[src/hw/rtl/stt_pkg.sv]
// Shared types and constants for the software timer slot table.
// Holds field widths, operation codes, controller states and the
// command/status structs between controller and datapath. No dependencies.
package stt_pkg;

   // Field widths
   localparam int SLOT_W      = 4;
   localparam int TIME_W      = 32;
   localparam int ELAPSED_W   = 16;
   localparam int GRAN_W      = 20;

   // Table depth default and register reset value
   localparam int NUM_SLOTS_DEF = 16;
   localparam logic [GRAN_W-1:0] GRAN_RESET = 20'd1000000;

   // Result kinds
   localparam logic KIND_FIRE  = 1'b0;
   localparam logic KIND_QUERY = 1'b1;

   // Operation codes
   typedef enum logic [1:0] {
      FUNC_TICK   = 2'd0,
      FUNC_ARM    = 2'd1,
      FUNC_CANCEL = 2'd2,
      FUNC_QUERY  = 2'd3
   } func_type;

   // Controller states
   typedef enum logic [3:0] {
      ST_IDLE,
      ST_DISPATCH,
      ST_DIV,
      ST_ARMW,
      ST_QOP,
      ST_MUL,
      ST_TRD,
      ST_TUPD,
      ST_PUSH,
      ST_FINAL
   } state_type;

   // Commands from controller to datapath
   typedef struct packed {
      logic load;       // latch the request word
      logic rd_slot;    // read table at the request slot
      logic rd_idx;     // read table at the walk index
      logic idx_clr;    // restart the walk
      logic idx_inc;    // advance the walk
      logic upd;        // apply tick to the slot just read
      logic div_start;  // clear divider
      logic div_step;   // one quotient bit
      logic arm_write;  // store the armed slot
      logic cancel;     // free the request slot
      logic q_oper;     // take query operands from the read data
      logic mul;        // scale operand to microseconds into the pending result
      logic push;       // pending result to output, not last
      logic push_last;  // pending result to output, last
   } dp_cmd_type;

   // Status from datapath to controller
   typedef struct packed {
      func_type func;
      logic     in_table;
      logic     fire;
      logic     walk_done;
      logic     div_done;
      logic     out_free;
      logic     pend_valid;
   } dp_sts_type;

endpackage

[src/hw/rtl/stt_req_if.sv]
// Request channel of the timer slot table: valid/ready plus one request word.
// Depends on stt_pkg for field widths.
interface stt_req_if
   import stt_pkg::*;
();
   logic                 valid;
   logic                 ready;
   logic [1:0]           func;
   logic [SLOT_W-1:0]    slot;
   logic [TIME_W-1:0]    value_us;
   logic [TIME_W-1:0]    interval_us;
   logic [ELAPSED_W-1:0] elapsed_ticks;

   modport source (output valid, func, slot, value_us, interval_us, elapsed_ticks,
                   input ready);
   modport sink   (input valid, func, slot, value_us, interval_us, elapsed_ticks,
                   output ready);
endinterface

[src/hw/rtl/stt_rsp_if.sv]
// Response channel of the timer slot table: valid/ready plus one result word.
// Depends on stt_pkg for field widths.
interface stt_rsp_if
   import stt_pkg::*;
();
   logic              valid;
   logic              ready;
   logic              kind;
   logic [SLOT_W-1:0] fired_slot;
   logic [TIME_W-1:0] remaining_us;
   logic              is_periodic;
   logic              is_active;
   logic              last;

   modport source (output valid, kind, fired_slot, remaining_us, is_periodic,
                   is_active, last, input ready);
   modport sink   (input valid, kind, fired_slot, remaining_us, is_periodic,
                   is_active, last, output ready);
endinterface

[src/hw/rtl/stt_datapath.sv]
// Datapath of the timer slot table: slot memories, active flags, divider,
// multiplier, pending result and output register.
// Depends on stt_pkg and stt_rsp_if; driven by stt_controller commands.
module stt_datapath
   import stt_pkg::*;
#(
   parameter int NUM_SLOTS = NUM_SLOTS_DEF
) (
   input  logic                 clock,
   input  logic                 reset,
   input  logic                 csr_we,
   input  logic [GRAN_W-1:0]    csr_wdata,
   input  logic [1:0]           req_func,
   input  logic [SLOT_W-1:0]    req_slot,
   input  logic [TIME_W-1:0]    req_value_us,
   input  logic [TIME_W-1:0]    req_interval_us,
   input  logic [ELAPSED_W-1:0] req_elapsed_ticks,
   input  dp_cmd_type           cmd,
   output dp_sts_type           sts,
   stt_rsp_if.source            rsp_ch
);

   localparam int SW     = (NUM_SLOTS > 1) ? $clog2(NUM_SLOTS) : 1;
   localparam int CW     = $clog2(NUM_SLOTS + 1);
   localparam int EW     = (SW > SLOT_W) ? SW : SLOT_W;
   localparam int PW     = TIME_W + GRAN_W;
   localparam int DCW    = $clog2(TIME_W + 1);
   localparam logic [CW-1:0]  WALK_END = CW'(NUM_SLOTS);
   localparam logic [DCW-1:0] DIV_END  = DCW'(TIME_W);

   // Granularity register
   logic [GRAN_W-1:0] gran_ff, gran_in;
   logic [GRAN_W-1:0] gran_eff;

   always_comb begin
      gran_in = csr_we ? csr_wdata : gran_ff;
   end

   always_ff @(posedge clock) begin
      if (reset) begin
         gran_ff <= GRAN_RESET;
      end else begin
         gran_ff <= gran_in;
      end
   end

   assign gran_eff = (gran_ff == '0) ? GRAN_W'(1) : gran_ff;

   // Request word latch; the divider shift register takes the dividend
   func_type             func_ff;
   logic [SLOT_W-1:0]    slot_ff;
   logic [ELAPSED_W-1:0] elapsed_ff;
   logic                 arm_per_ff;
   logic [TIME_W-1:0]    dq_ff, dq_in;
   logic [GRAN_W-1:0]    div_rem_ff, div_rem_in;
   logic [DCW-1:0]       div_cnt_ff, div_cnt_in;

   always_ff @(posedge clock) begin
      if (cmd.load) begin
         func_ff    <= func_type'(req_func);
         slot_ff    <= req_slot;
         elapsed_ff <= req_elapsed_ticks;
         arm_per_ff <= (req_value_us == '0);
      end
   end

   // Restoring divider, one quotient bit per step
   logic [GRAN_W:0] trial;
   logic [GRAN_W:0] divisor_ext;
   logic            div_ge;

   always_comb begin
      trial       = {div_rem_ff, dq_ff[TIME_W-1]};
      divisor_ext = {1'b0, gran_eff};
      div_ge      = (trial >= divisor_ext);
      dq_in       = dq_ff;
      div_rem_in  = div_rem_ff;
      div_cnt_in  = div_cnt_ff;
      if (cmd.load) begin
         dq_in = (req_value_us == '0) ? req_interval_us : req_value_us;
      end else if (cmd.div_step) begin
         dq_in = {dq_ff[TIME_W-2:0], div_ge};
      end
      if (cmd.div_start) begin
         div_rem_in = '0;
         div_cnt_in = '0;
      end else if (cmd.div_step) begin
         div_rem_in = div_ge ? GRAN_W'(trial - divisor_ext) : trial[GRAN_W-1:0];
         div_cnt_in = div_cnt_ff + DCW'(1);
      end
   end

   always_ff @(posedge clock) begin
      dq_ff      <= dq_in;
      div_rem_ff <= div_rem_in;
      div_cnt_ff <= div_cnt_in;
   end

   // Slot addressing
   logic [EW-1:0] slot_wide;
   logic [SW-1:0] slot_idx;
   logic          in_table;

   assign slot_wide = EW'(slot_ff);
   assign slot_idx  = slot_wide[SW-1:0];
   assign in_table  = (32'(slot_ff) < 32'(NUM_SLOTS));

   // Walk index
   logic [CW-1:0] idx_ff, idx_in;
   logic [SW-1:0] idx_a;
   logic [EW-1:0] idx_wide;

   always_comb begin
      idx_in = idx_ff;
      if (cmd.idx_clr) begin
         idx_in = '0;
      end else if (cmd.idx_inc) begin
         idx_in = idx_ff + CW'(1);
      end
   end

   always_ff @(posedge clock) begin
      if (reset) begin
         idx_ff <= '0;
      end else begin
         idx_ff <= idx_in;
      end
   end

   assign idx_a    = idx_ff[SW-1:0];
   assign idx_wide = EW'(idx_a);

   // Slot memories with registered read
   logic [TIME_W-1:0] rem_mem [NUM_SLOTS];
   logic [TIME_W-1:0] rel_mem [NUM_SLOTS];
   logic              per_mem [NUM_SLOTS];
   logic [TIME_W-1:0] rd_rem_ff, rd_rel_ff;
   logic              rd_per_ff;
   logic [SW-1:0]     raddr;

   assign raddr = cmd.rd_idx ? idx_a : slot_idx;

   always_ff @(posedge clock) begin
      if (cmd.rd_idx || cmd.rd_slot) begin
         rd_rem_ff <= rem_mem[raddr];
         rd_rel_ff <= rel_mem[raddr];
         rd_per_ff <= per_mem[raddr];
      end
   end

   // Tick update of the slot just read
   logic [NUM_SLOTS-1:0] active_ff, active_in;
   logic                 act_i;
   logic                 fire;
   logic [TIME_W-1:0]    tick_rem;
   logic [TIME_W-1:0]    fire_rem;

   assign act_i    = active_ff[idx_a];
   assign fire     = act_i && (rd_rem_ff < TIME_W'(elapsed_ff));
   assign fire_rem = rd_per_ff ? rd_rel_ff : '0;
   assign tick_rem = fire ? fire_rem : (rd_rem_ff - TIME_W'(elapsed_ff));

   always_ff @(posedge clock) begin
      if (cmd.arm_write) begin
         rem_mem[slot_idx] <= dq_ff;
         rel_mem[slot_idx] <= dq_ff;
         per_mem[slot_idx] <= arm_per_ff;
      end else if (cmd.upd && act_i) begin
         rem_mem[idx_a] <= tick_rem;
      end
   end

   // Active flags
   always_comb begin
      active_in = active_ff;
      if (cmd.arm_write) begin
         active_in[slot_idx] = 1'b1;
      end
      if (cmd.cancel && in_table) begin
         active_in[slot_idx] = 1'b0;
      end
      if (cmd.upd && fire && !rd_per_ff) begin
         active_in[idx_a] = 1'b0;
      end
   end

   always_ff @(posedge clock) begin
      if (reset) begin
         active_ff <= '0;
      end else begin
         active_ff <= active_in;
      end
   end

   // Result operands ahead of the multiplier
   logic              act_q;
   logic [TIME_W-1:0] oper_rem_ff;
   logic              oper_per_ff, oper_act_ff, oper_kind_ff;
   logic [SLOT_W-1:0] oper_slot_ff;

   assign act_q = in_table && active_ff[slot_idx];

   always_ff @(posedge clock) begin
      if (cmd.upd) begin
         oper_rem_ff  <= fire_rem;
         oper_per_ff  <= rd_per_ff;
         oper_act_ff  <= rd_per_ff;
         oper_kind_ff <= KIND_FIRE;
         oper_slot_ff <= idx_wide[SLOT_W-1:0];
      end else if (cmd.q_oper) begin
         oper_rem_ff  <= act_q ? rd_rem_ff : '0;
         oper_per_ff  <= act_q && rd_per_ff;
         oper_act_ff  <= act_q;
         oper_kind_ff <= KIND_QUERY;
         oper_slot_ff <= slot_ff;
      end
   end

   // Multiplier into the pending result, held back until the next fire or the final push
   logic [PW-1:0]     prod;
   logic [TIME_W-1:0] pend_rem_ff;
   logic              pend_per_ff, pend_act_ff, pend_kind_ff;
   logic [SLOT_W-1:0] pend_slot_ff;
   logic              pend_valid_ff, pend_valid_in;

   assign prod = PW'(oper_rem_ff) * PW'(gran_eff);

   always_ff @(posedge clock) begin
      if (cmd.mul) begin
         pend_rem_ff  <= prod[TIME_W-1:0];
         pend_per_ff  <= oper_per_ff;
         pend_act_ff  <= oper_act_ff;
         pend_kind_ff <= oper_kind_ff;
         pend_slot_ff <= oper_slot_ff;
      end
   end

   always_comb begin
      pend_valid_in = pend_valid_ff;
      if (cmd.mul) begin
         pend_valid_in = 1'b1;
      end else if (cmd.push_last) begin
         pend_valid_in = 1'b0;
      end
   end

   always_ff @(posedge clock) begin
      if (reset) begin
         pend_valid_ff <= 1'b0;
      end else begin
         pend_valid_ff <= pend_valid_in;
      end
   end

   // Output register
   logic              rsp_valid_ff, rsp_valid_in;
   logic              rsp_kind_ff, rsp_per_ff, rsp_act_ff, rsp_last_ff;
   logic [SLOT_W-1:0] rsp_slot_ff;
   logic [TIME_W-1:0] rsp_rem_ff;
   logic              out_free;
   logic              out_load;

   assign out_free = !rsp_valid_ff || rsp_ch.ready;
   assign out_load = cmd.push || cmd.push_last;

   always_comb begin
      rsp_valid_in = rsp_valid_ff;
      if (out_load) begin
         rsp_valid_in = 1'b1;
      end else if (rsp_ch.ready) begin
         rsp_valid_in = 1'b0;
      end
   end

   always_ff @(posedge clock) begin
      if (reset) begin
         rsp_valid_ff <= 1'b0;
      end else begin
         rsp_valid_ff <= rsp_valid_in;
      end
   end

   always_ff @(posedge clock) begin
      if (out_load) begin
         rsp_kind_ff <= pend_kind_ff;
         rsp_slot_ff <= pend_slot_ff;
         rsp_rem_ff  <= pend_rem_ff;
         rsp_per_ff  <= pend_per_ff;
         rsp_act_ff  <= pend_act_ff;
         rsp_last_ff <= cmd.push_last;
      end
   end

   assign rsp_ch.valid        = rsp_valid_ff;
   assign rsp_ch.kind         = rsp_kind_ff;
   assign rsp_ch.fired_slot   = rsp_slot_ff;
   assign rsp_ch.remaining_us = rsp_rem_ff;
   assign rsp_ch.is_periodic  = rsp_per_ff;
   assign rsp_ch.is_active    = rsp_act_ff;
   assign rsp_ch.last         = rsp_last_ff;

   // Status
   always_comb begin
      sts.func       = func_ff;
      sts.in_table   = in_table;
      sts.fire       = fire;
      sts.walk_done  = (idx_ff == WALK_END);
      sts.div_done   = (div_cnt_ff == DIV_END);
      sts.out_free   = out_free;
      sts.pend_valid = pend_valid_ff;
   end

endmodule

[src/hw/rtl/stt_controller.sv]
// Controller of the timer slot table: one state machine that sequences
// arm division, tick walk, query and result delivery.
// Depends on stt_pkg; drives stt_datapath through dp_cmd_type.
module stt_controller
   import stt_pkg::*;
(
   input  logic       clock,
   input  logic       reset,
   input  logic       req_valid,
   output logic       req_ready,
   input  dp_sts_type sts,
   output dp_cmd_type cmd
);

   state_type state_ff, state_in;

   always_ff @(posedge clock) begin
      if (reset) begin
         state_ff <= ST_IDLE;
      end else begin
         state_ff <= state_in;
      end
   end

   // Next state
   always_comb begin
      state_in = state_ff;
      case (state_ff)
         ST_IDLE: begin
            if (req_valid) state_in = ST_DISPATCH;
         end
         ST_DISPATCH: begin
            case (sts.func)
               FUNC_TICK:   state_in = ST_TRD;
               FUNC_ARM:    state_in = sts.in_table ? ST_DIV : ST_IDLE;
               FUNC_CANCEL: state_in = ST_IDLE;
               FUNC_QUERY:  state_in = ST_QOP;
               default:     state_in = ST_IDLE;
            endcase
         end
         ST_DIV: begin
            if (sts.div_done) state_in = ST_ARMW;
         end
         ST_ARMW: state_in = ST_IDLE;
         ST_QOP:  state_in = ST_MUL;
         ST_MUL: begin
            state_in = (sts.func == FUNC_QUERY) ? ST_FINAL : ST_TRD;
         end
         ST_TRD: begin
            if (sts.walk_done) begin
               state_in = sts.pend_valid ? ST_FINAL : ST_IDLE;
            end else begin
               state_in = ST_TUPD;
            end
         end
         ST_TUPD: begin
            if (sts.fire) begin
               state_in = sts.pend_valid ? ST_PUSH : ST_MUL;
            end else begin
               state_in = ST_TRD;
            end
         end
         ST_PUSH: begin
            if (sts.out_free) state_in = ST_MUL;
         end
         ST_FINAL: begin
            if (sts.out_free) state_in = ST_IDLE;
         end
         default: state_in = ST_IDLE;
      endcase
   end

   // Outputs
   always_comb begin
      cmd       = '0;
      req_ready = 1'b0;
      case (state_ff)
         ST_IDLE: begin
            req_ready = 1'b1;
            cmd.load  = req_valid;
         end
         ST_DISPATCH: begin
            case (sts.func)
               FUNC_TICK:   cmd.idx_clr   = 1'b1;
               FUNC_ARM:    cmd.div_start = sts.in_table;
               FUNC_CANCEL: cmd.cancel    = 1'b1;
               FUNC_QUERY:  cmd.rd_slot   = 1'b1;
               default:     cmd.idx_clr   = 1'b0;
            endcase
         end
         ST_DIV:   cmd.div_step  = !sts.div_done;
         ST_ARMW:  cmd.arm_write = 1'b1;
         ST_QOP:   cmd.q_oper    = 1'b1;
         ST_MUL:   cmd.mul       = 1'b1;
         ST_TRD:   cmd.rd_idx    = !sts.walk_done;
         ST_TUPD: begin
            cmd.upd     = 1'b1;
            cmd.idx_inc = 1'b1;
         end
         ST_PUSH:  cmd.push      = sts.out_free;
         ST_FINAL: cmd.push_last = sts.out_free;
         default:  cmd.load      = 1'b0;
      endcase
   end

endmodule

[src/hw/rtl/software_timer_slot_table_top.sv]
// Top level of the software timer slot table.
// Depends on stt_pkg, stt_req_if, stt_rsp_if, stt_controller, stt_datapath.
//
// Usage: requests arrive on req_ch (valid/ready), one word per operation:
// tick, arm, cancel or query. Results leave on rsp_ch (valid/ready); a tick
// gives one word per fired slot in slot order, a query gives exactly one
// word, arm and cancel give none. The last word of an operation has last set.
// csr_we/csr_wdata write the granularity register; write it only when idle.
//
// One request is worked at a time; req_ch.ready is high only when idle.
// Arm: set by the one-bit-per-cycle divider (32 steps), then the slot write.
// Cancel: frees the slot in dispatch. Query: read, operands, multiply, result.
// Tick: a read and an update state per slot for the walk over NUM_SLOTS slots,
// plus a multiply and, if a result is pending, a push state per fired slot.
// Each fired result is held back one step so that last can be set; a
// receiver stall freezes the walk at the next result until the output
// register frees.
// Reset clears all slots to inactive and sets the granularity to 1000000.
module software_timer_slot_table_top
   import stt_pkg::*;
#(
   parameter int NUM_SLOTS = NUM_SLOTS_DEF
) (
   input  logic              clock,
   input  logic              reset,
   stt_req_if.sink           req_ch,
   stt_rsp_if.source         rsp_ch,
   input  logic              csr_we,
   input  logic [GRAN_W-1:0] csr_wdata
);

   dp_cmd_type cmd;
   dp_sts_type sts;
   logic       req_ready;

   assign req_ch.ready = req_ready;

   // Sequencer
   stt_controller u_ctrl (
      .clock     (clock),
      .reset     (reset),
      .req_valid (req_ch.valid),
      .req_ready (req_ready),
      .sts       (sts),
      .cmd       (cmd)
   );

   // Storage and arithmetic
   stt_datapath #(
      .NUM_SLOTS (NUM_SLOTS)
   ) u_dp (
      .clock             (clock),
      .reset             (reset),
      .csr_we            (csr_we),
      .csr_wdata         (csr_wdata),
      .req_func          (req_ch.func),
      .req_slot          (req_ch.slot),
      .req_value_us      (req_ch.value_us),
      .req_interval_us   (req_ch.interval_us),
      .req_elapsed_ticks (req_ch.elapsed_ticks),
      .cmd               (cmd),
      .sts               (sts),
      .rsp_ch            (rsp_ch)
   );

endmodule
[src/flat_wrapper.sv]
// flat-port wrapper written by rule: the top's interface ports become plain ports
module software_timer_slot_table_top_flat import stt_pkg::*;
#(
   parameter int NUM_SLOTS = NUM_SLOTS_DEF
)
  (clock, reset, csr_we, csr_wdata, req_ch_valid, req_ch_func, req_ch_slot, req_ch_value_us, req_ch_interval_us, req_ch_elapsed_ticks, req_ch_ready, rsp_ch_valid, rsp_ch_kind, rsp_ch_fired_slot, rsp_ch_remaining_us, rsp_ch_is_periodic, rsp_ch_is_active, rsp_ch_last, rsp_ch_ready);
  stt_req_if req_ch_i ();
  stt_rsp_if rsp_ch_i ();
  input  logic clock;
  input  logic reset;
  input  logic csr_we;
  input  logic [GRAN_W-1:0] csr_wdata;
  input wire logic [$bits(req_ch_i.valid)-1:0] req_ch_valid;
  input wire logic [$bits(req_ch_i.func)-1:0] req_ch_func;
  input wire logic [$bits(req_ch_i.slot)-1:0] req_ch_slot;
  input wire logic [$bits(req_ch_i.value_us)-1:0] req_ch_value_us;
  input wire logic [$bits(req_ch_i.interval_us)-1:0] req_ch_interval_us;
  input wire logic [$bits(req_ch_i.elapsed_ticks)-1:0] req_ch_elapsed_ticks;
  output wire logic [$bits(req_ch_i.ready)-1:0] req_ch_ready;
  output wire logic [$bits(rsp_ch_i.valid)-1:0] rsp_ch_valid;
  output wire logic [$bits(rsp_ch_i.kind)-1:0] rsp_ch_kind;
  output wire logic [$bits(rsp_ch_i.fired_slot)-1:0] rsp_ch_fired_slot;
  output wire logic [$bits(rsp_ch_i.remaining_us)-1:0] rsp_ch_remaining_us;
  output wire logic [$bits(rsp_ch_i.is_periodic)-1:0] rsp_ch_is_periodic;
  output wire logic [$bits(rsp_ch_i.is_active)-1:0] rsp_ch_is_active;
  output wire logic [$bits(rsp_ch_i.last)-1:0] rsp_ch_last;
  input wire logic [$bits(rsp_ch_i.ready)-1:0] rsp_ch_ready;
  assign req_ch_i.valid = req_ch_valid;
  assign req_ch_i.func = req_ch_func;
  assign req_ch_i.slot = req_ch_slot;
  assign req_ch_i.value_us = req_ch_value_us;
  assign req_ch_i.interval_us = req_ch_interval_us;
  assign req_ch_i.elapsed_ticks = req_ch_elapsed_ticks;
  assign req_ch_ready = req_ch_i.ready;
  assign rsp_ch_valid = rsp_ch_i.valid;
  assign rsp_ch_kind = rsp_ch_i.kind;
  assign rsp_ch_fired_slot = rsp_ch_i.fired_slot;
  assign rsp_ch_remaining_us = rsp_ch_i.remaining_us;
  assign rsp_ch_is_periodic = rsp_ch_i.is_periodic;
  assign rsp_ch_is_active = rsp_ch_i.is_active;
  assign rsp_ch_last = rsp_ch_i.last;
  assign rsp_ch_i.ready = rsp_ch_ready;
  software_timer_slot_table_top #(.NUM_SLOTS(NUM_SLOTS)) u_core (.clock(clock), .reset(reset), .req_ch(req_ch_i), .rsp_ch(rsp_ch_i), .csr_we(csr_we), .csr_wdata(csr_wdata));
endmodule
[config.mk]
export PLATFORM = sky130hd
export DESIGN_NAME = software_timer_slot_table_top_flat
export DESIGN_NICKNAME = d
export VERILOG_FILES = /design/src/hw/rtl/stt_pkg.sv /design/src/hw/rtl/stt_req_if.sv /design/src/hw/rtl/stt_rsp_if.sv /design/src/hw/rtl/stt_datapath.sv /design/src/hw/rtl/stt_controller.sv /design/src/hw/rtl/software_timer_slot_table_top.sv /design/src/flat_wrapper.sv
export SDC_FILE = /design/constraint.sdc
export NUM_CORES = 2
export LEC_CHECK = 0
export BUFFER_PORTS_ARGS = -buffer_cell sky130_fd_sc_hd__clkbuf_2
export CAP_MARGIN = 20
export CORE_MARGIN = 2
export CORE_UTILIZATION = 37
export CTS_BUF_LIST = sky130_fd_sc_hd__clkbuf_8
export DETAILED_ROUTE_END_ITERATION = 8
export GPL_ROUTABILITY_DRIVEN = 0
export GPL_TIMING_DRIVEN = 1
export PLACE_DENSITY = 0.61
export SLEW_MARGIN = 20
export SYNTH_ARGS = -nofsm -noshare
export SYNTH_HDL_FRONTEND = slang
export SYNTH_SLANG_ARGS = --single-unit
[constraint.sdc]
create_clock -name clock -period 10 [get_ports clock]
set_input_delay 2 -clock clock [delete_from_list [all_inputs] [get_ports clock]]
set_output_delay 2 -clock clock [all_outputs]
set_load 0.02 [all_outputs]
After elaboration in Yosys (flattened, before gate mapping) --
Memory sizes are Yosys's and may differ from the RTL's. A register that Yosys moved wholly into a read port is not among the register bits. Cells that the tools add are included.
Word-level totals: flip-flop bits (word level) 246, bits in writable memories 1040, bits of input ports 111, logic and storage cells 160, memories kept 3
Cells by class: add/subtract/negate cells 4, $mul 1, $lt $le $gt $ge 6, eq/ne operators 18, muxes and demuxes 69, bitwise gates (word level) 5, reduce and logical (&&, ||, !) cells 25
Memory list:
- u_core.u_dp.rel_mem | depth 16, bits a word 32, read ports 1, clocked after Yosys merged registers in 1, wr ports 1, RTL line stt_datapath.sv:135 | logic [TIME_W-1:0] rel_mem [NUM_SLOTS];
- u_core.u_dp.rem_mem | depth 16, bits a word 32, read ports 1, clocked after Yosys merged registers in 1, wr ports 1, RTL line stt_datapath.sv:134 | logic [TIME_W-1:0] rem_mem [NUM_SLOTS];
- u_core.u_dp.per_mem | depth 16, bits a word 1, read ports 1, clocked after Yosys merged registers in 1, wr ports 1, RTL line stt_datapath.sv:136 | logic per_mem [NUM_SLOTS];
Operators by type and width (number):
- 32-bit two-way mux | 9
- 4-bit two-way mux | 13
- 16-bit two-way mux | 3
- 20-bit two-way mux | 2
- 4-bit case mux with 9 select lines | 1
- 1-bit two-way mux | 35
- 16-bit bitwise AND | 2
- 32-bit logical NOT | 1
- 32-bit by 16-bit less-than comparator with 1-bit output | 1
- 32-bit by 20-bit multiplier with 32-bit output | 1
- 16-bit inverter | 2
- 32-bit OR reduction | 1
- 32-bit by 16-bit subtractor with 32-bit output | 1
- 21-bit by 20-bit greater-or-equal comparator with 1-bit output | 1
- 20-bit logical NOT | 1
- 20-bit subtractor | 1
- 4-bit by 3-bit == test with 1-bit output, second input constant | 4
- 16-bit bitwise OR | 1
- 4-bit case mux with 4 select lines | 1
- 4-bit by 5-bit less-than comparator with 1-bit output, second input constant | 2
- 1-bit binary-select mux with 4-bit select | 2
- 1-bit demux with 4-bit select | 2
- 4-bit by 2-bit == test with 1-bit output, second input constant | 2
- 4-bit == test, second input constant | 2
- other kinds (18) | 37

Longest topological paths before layout --
depth after elaboration 10, depth in mapped cells 26

Modules after synthesis --
From an unflattened synthesis, not the netlist that was laid out.
Unflattened totals: cells, all modules 4669, area, all modules 67855.1 µm²
Modules (own cells, without submodules):
- stt_datapath | times used 1, cells each 4594, area an instance 67288.3 µm²
- stt_controller | times used 1, cells each 75, area an instance 566.8 µm²

Worst setup path before layout --
Ideal clock, no wire load.
kind register -> register, from register u_core.u_dp.gran_ff[4], to register u_core.u_dp.pend_rem_ff[29] (data pin), library setup time 195 ps, arrival 6578 ps, data required time 9805 ps, slack 3227 ps, stages on the path, launching flop included 23, buffers on the path 2, clock period less this slack 6773 ps, cell sequence dfxtp_1 clkbuf_1 clkbuf_1 nand2_1 fa_1 fa_1 fa_1 inv_1 fa_1 inv_1 fa_1 fa_1 fa_1 inv_1 ha_1 and4_1 and2_1 a211oi_1 o31ai_1 a221o_1 o21ai_1 or4b_1 o311ai_0
On the way: longest elaborated chain between the ends 3
RTL lines:
- from (decl) | RTL line stt_datapath.sv:32 | logic [GRAN_W-1:0] gran_ff, gran_in;
- from (signal assigned) | RTL line stt_datapath.sv:43 | gran_ff <= gran_in;
- 20-bit logical NOT | RTL line stt_datapath.sv:47 | assign gran_eff = (gran_ff == '0) ? GRAN_W'(1) : gran_ff;
- 20-bit two-way mux * | RTL line stt_datapath.sv:47
- 32-bit by 20-bit multiplier with 32-bit output * | RTL line stt_datapath.sv:226 | assign prod = PW'(oper_rem_ff) * PW'(gran_eff);
- net u_core.u_dp.prod[29] | RTL line stt_datapath.sv:220 | logic [PW-1:0] prod;
- to (signal assigned) | RTL line stt_datapath.sv:230 | pend_rem_ff <= prod[TIME_W-1:0];
- to (decl) | RTL line stt_datapath.sv:221 | logic [TIME_W-1:0] pend_rem_ff;
Mark *: on every way through the listed nets, which the timed path passes. The rest lies on a longest branch. A chain may end at the register's enable or synchronous reset.

Worst setup path in the final report --
from register u_core.u_dp.oper_rem_ff[10], to register u_core.u_dp.pend_rem_ff[29] (data pin)
On the way: longest elaborated chain between the ends 1
RTL lines:
- from (decl) | RTL line stt_datapath.sv:197 | logic [TIME_W-1:0] oper_rem_ff;
- from (signal assigned) | RTL line stt_datapath.sv:205 | oper_rem_ff <= fire_rem;
- from (signal assigned) | RTL line stt_datapath.sv:211 | oper_rem_ff <= act_q ? rd_rem_ff : '0;
- 32-bit by 20-bit multiplier with 32-bit output | RTL line stt_datapath.sv:226
- net u_core.u_dp.prod[29] | RTL line stt_datapath.sv:220
The timed path passes the listed nets, and every way through them passes these cells.

==> qor.csv <==
stage,metric,value,unit
logic_synthesis,post-synthesis sequential area ratio,0.588,
global_route,initial antenna violation count,6,
logic_synthesis,Yosys Warn Count,0,
logic_synthesis,Async SR Flop Fraction,0,
timing,Worst Max-Slew Pin Slew,1.18,ns
setup_path,ordered list of cells on the worst path,"and2_1, fa_1, inv_1, fa_1, fa_1, inv_1, fa_1, inv_1, fa_1, fa_1, fa_1, inv_1, ha_1, and4_1, and2_1, a211oi_1, o31ai_1, a221o_1, o21ai_1, or4b_1, o311ai_0",
timing,TNS Setup,0,ns
global_route,largest net degree at the start of global routing,131,
clock_tree,CTS tree,built,
setup_path,Worst path slowest cell,edfxtp_1,
global_route,gr ovfl total,0,
clock_tree,Worst-path clk slew,0.06,ns
global_route,first-pass GRT wire length,271000,um
status,status,finished clean,
routing,# DRC,0,
routing,Routed wire per std cell,24.4,um
finish,"commonest non-fill, non-tap cell in the layout",edfxtp_1,
floorplanning,initial core utilization,0.371,
finish,nets,5503,
power,Power Density,334,nW/um^2
logic_synthesis,Netlist cell types,77,
logic_synthesis,Synth Cell Area,67800,um^2
setup_path,Worst EP arrival,8.36,ns
timing,Tmin final,7.62,ns
finish,layout cell share with drive strength beyond 1,0.174,
floorplanning,die height,432,um
routing,Final ANT Viol Nets,0,
logic_synthesis,Synth Flop Type,edfxtp_1,
clock_tree,Root Driver,clkbuf_8,
logic_synthesis,syn avg cell area,14.5,um^2
global_route,met3 global-route usage,0.0363,
routing,final wirelength,183000,um
setup_path,Worst Setup Start Kind,register,
setup_path,worst-case reg-to-reg path depth,21,
placement,detailed placer's ending HPWL,112000,um
floorplanning,IO Pins,153,
global_route,M1 GR Usage,0.260,
power,Leak Pwr,0.0278,uW
logic_synthesis,Post-synth EDFFs,1277,
timing,Max transition margin,0.206,
setup_path,CP dominant cell by count,fa_1,
timing,crit share post-route,0.762,
routing,initial DRC count,3921,
timing,unrepaired setup endpoints after global routing,no,
clock_tree,cts repair resizes,0,
routing,via/cell ratio,5.40,
job,Max Cap Violations,0,
logic_synthesis,#FFs+latches synth,1351,
setup_path,critical-path maximum fanout,20,
global_route,GRT Total Usage,0.197,
finish,Post-Layout Cell Count,7483,
finish,P&R area growth vs syn,12.1,%
setup_path,CP max stage delay,0.69,ns
finish,Final Util,0.416,
clock_tree,Post-CTS Hold Fix Bufs,0,
placement,cell count after placement,7072,
floorplanning,cell row count,157,
placement,I/O Buffers,152,
global_route,M2 GR Usage,0.325,
floorplanning,Die Span X,432,um
setup_path,data required time of the worst path,10.74,ns
timing,endpoints failing setup,0,
timing,Final Slew Violations,0,
timing,Worst Clk Skew,0.0708,ns
floorplanning,Core ar.,182000,um^2
timing,Fmax,0.131,GHz
clock_tree,CTS H-tree depth,4,
setup_path,Critical Path Sink Type,register,
power,total power,25400,uW
timing,Hold Fails Final Rpt,0,
clock_tree,clock buffer depth,3,
clock_tree,Clock Sink Count,1351,
logic_synthesis,Post-Syn Nets,5276,
routing,First-pass DRT Iterations,8,
global_route,vias in the first global route,41500,
worst_hold_path,hold path depth,0,
worst_hold_path,Hold Crit Class,reg2reg,
setup_path,critical path type,reg2reg,
finish,most frequent cells in the layout,"edfxtp_1, nand2_1, inv_1",
global_route,GR peak layer,met2,
logic_synthesis,Synth Instances,4682,
routing,vias after detailed routing,40400,
clock_tree,postcts setup bufs,0,
power,maximum vdd drop,783,uV
floorplanning,die area,187000,um^2
clock_tree,CTS buffer count,216,
clock_tree,Clock Latency Late Sink,0.97,ns
-- report_power, final --
group	internal [uW]	total (uW)	switching [uW]
Combinational	5110	12500	7390
Sequential	7680	8260	578
Clock	2350	4650	2300
-- synth_stat cells (36+ instances only) --
| cell | instances | share of area |
|---|---|---|
| edfxtp_1 | 1277 | 0.57 |
| nand2_1 | 534 | 0.030 |
| inv_1 | 453 | 0.025 |
| fa_1 | 355 | 0.10 |
| mux4_2 | 268 | 0.089 |
| and2_1 | 264 | 0.024 |
| clkbuf_1 | 195 | 0.011 |
| a21oi_1 | 169 | 0.012 |
| o21ai_0 | 137 | 0.010 |
| ha_1 | 128 | 0.024 |
| nor2_1 | 127 | 0.0070 |
| a31oi_1 | 83 | 0.0077 |
| a211oi_1 | 78 | 0.0086 |
| xnor2_1 | 77 | 0.010 |
| dfxtp_1 | 74 | 0.022 |
| buf_2 | 41 | 0.0030 |
| mux2i_1 | 36 | 0.0053 |
-- logic make-up after synthesis --
kind of cell / after synthesis / synth area share
flip-flops: 1351 / 0.588
AND/OR/NAND/NOR: 1121 / 0.0792
buffers and inverters: 718 / 0.0415
AO/OA/AOI/OAI: 598 / 0.0547
adder cells (fa/ha/maj): 483 / 0.129
multiplexers: 308 / 0.0951
XOR/XNOR: 103 / 0.0133
-- per-stage QoR --
stage	hold WS (ns)	worst slack, ns	cell area (um^2)
after floorplan	0.400	3.23	67800
after global placement	0.401	2.43	71700
after detailed placement	0.405	2.38	71700
after CTS	0.381	2.38	75900
after global routing	0.413	2.04	76000
final	0.396	2.38	76000
-- critical path, delay by kind of cell (launching register included) --
kind            cells  cell delay (ns)
fa+ha+maj           8             3.79
compound gates      5             1.57
flops               1             0.69
buf+inv             4             0.21
simple gates        4             1.15
-- routing by layer --
| metal | part of all wire | up-vias |
|---|---|---|
| li1 | - | 17400 |
| met4 | 0.032 | 2 |
| met3 | 0.069 | 344 |
| met2 | 0.49 | 1605 |
| met5 | 0.0011 | - |
| met1 | 0.41 | 21100 |
-- area by class of cell --
class,count,area (um^2)
fill,16600,106000
sequential,1351,39800
multi-input combinational,2613,25500
clock buffer,222,3060
tap,2385,2980
timing repair buffer,273,1740
inverter,454,1700
clock inverter,176,1150
antenna,9,22.5
-- worst paths after layout --
check | from | endpoint | slack [ns]
worst min register to register | u_core.u_dp.pend_act_ff | u_core.u_dp.rsp_ch.is_active | 0.40
worst max-delay path | u_core.u_dp.oper_rem_ff[10] | u_core.u_dp.pend_rem_ff[29] | 2.38
worst min-delay path | u_core.u_dp.pend_act_ff | u_core.u_dp.rsp_ch.is_active | 0.40
worst max register to register | u_core.u_dp.oper_rem_ff[10] | u_core.u_dp.pend_rem_ff[29] | 2.38
-- sequential cells by signal, summed over array words and instances, names as in the netlist, 20 cells and up --
name	count
u_core.u_dp.pend_rem_ff	32
u_core.u_dp.rem_mem	512
u_core.u_dp.rd_rel_ff	32
u_core.u_dp.gran_ff	20
u_core.u_dp.rel_mem	512
u_core.u_dp.oper_rem_ff	32
u_core.u_dp.dq_ff	32
u_core.u_dp.rd_rem_ff	32
u_core.u_dp.div_rem_ff	20
u_core.u_dp.rsp_ch.remaining_us	32
Power figures use the tool's default switching activity.
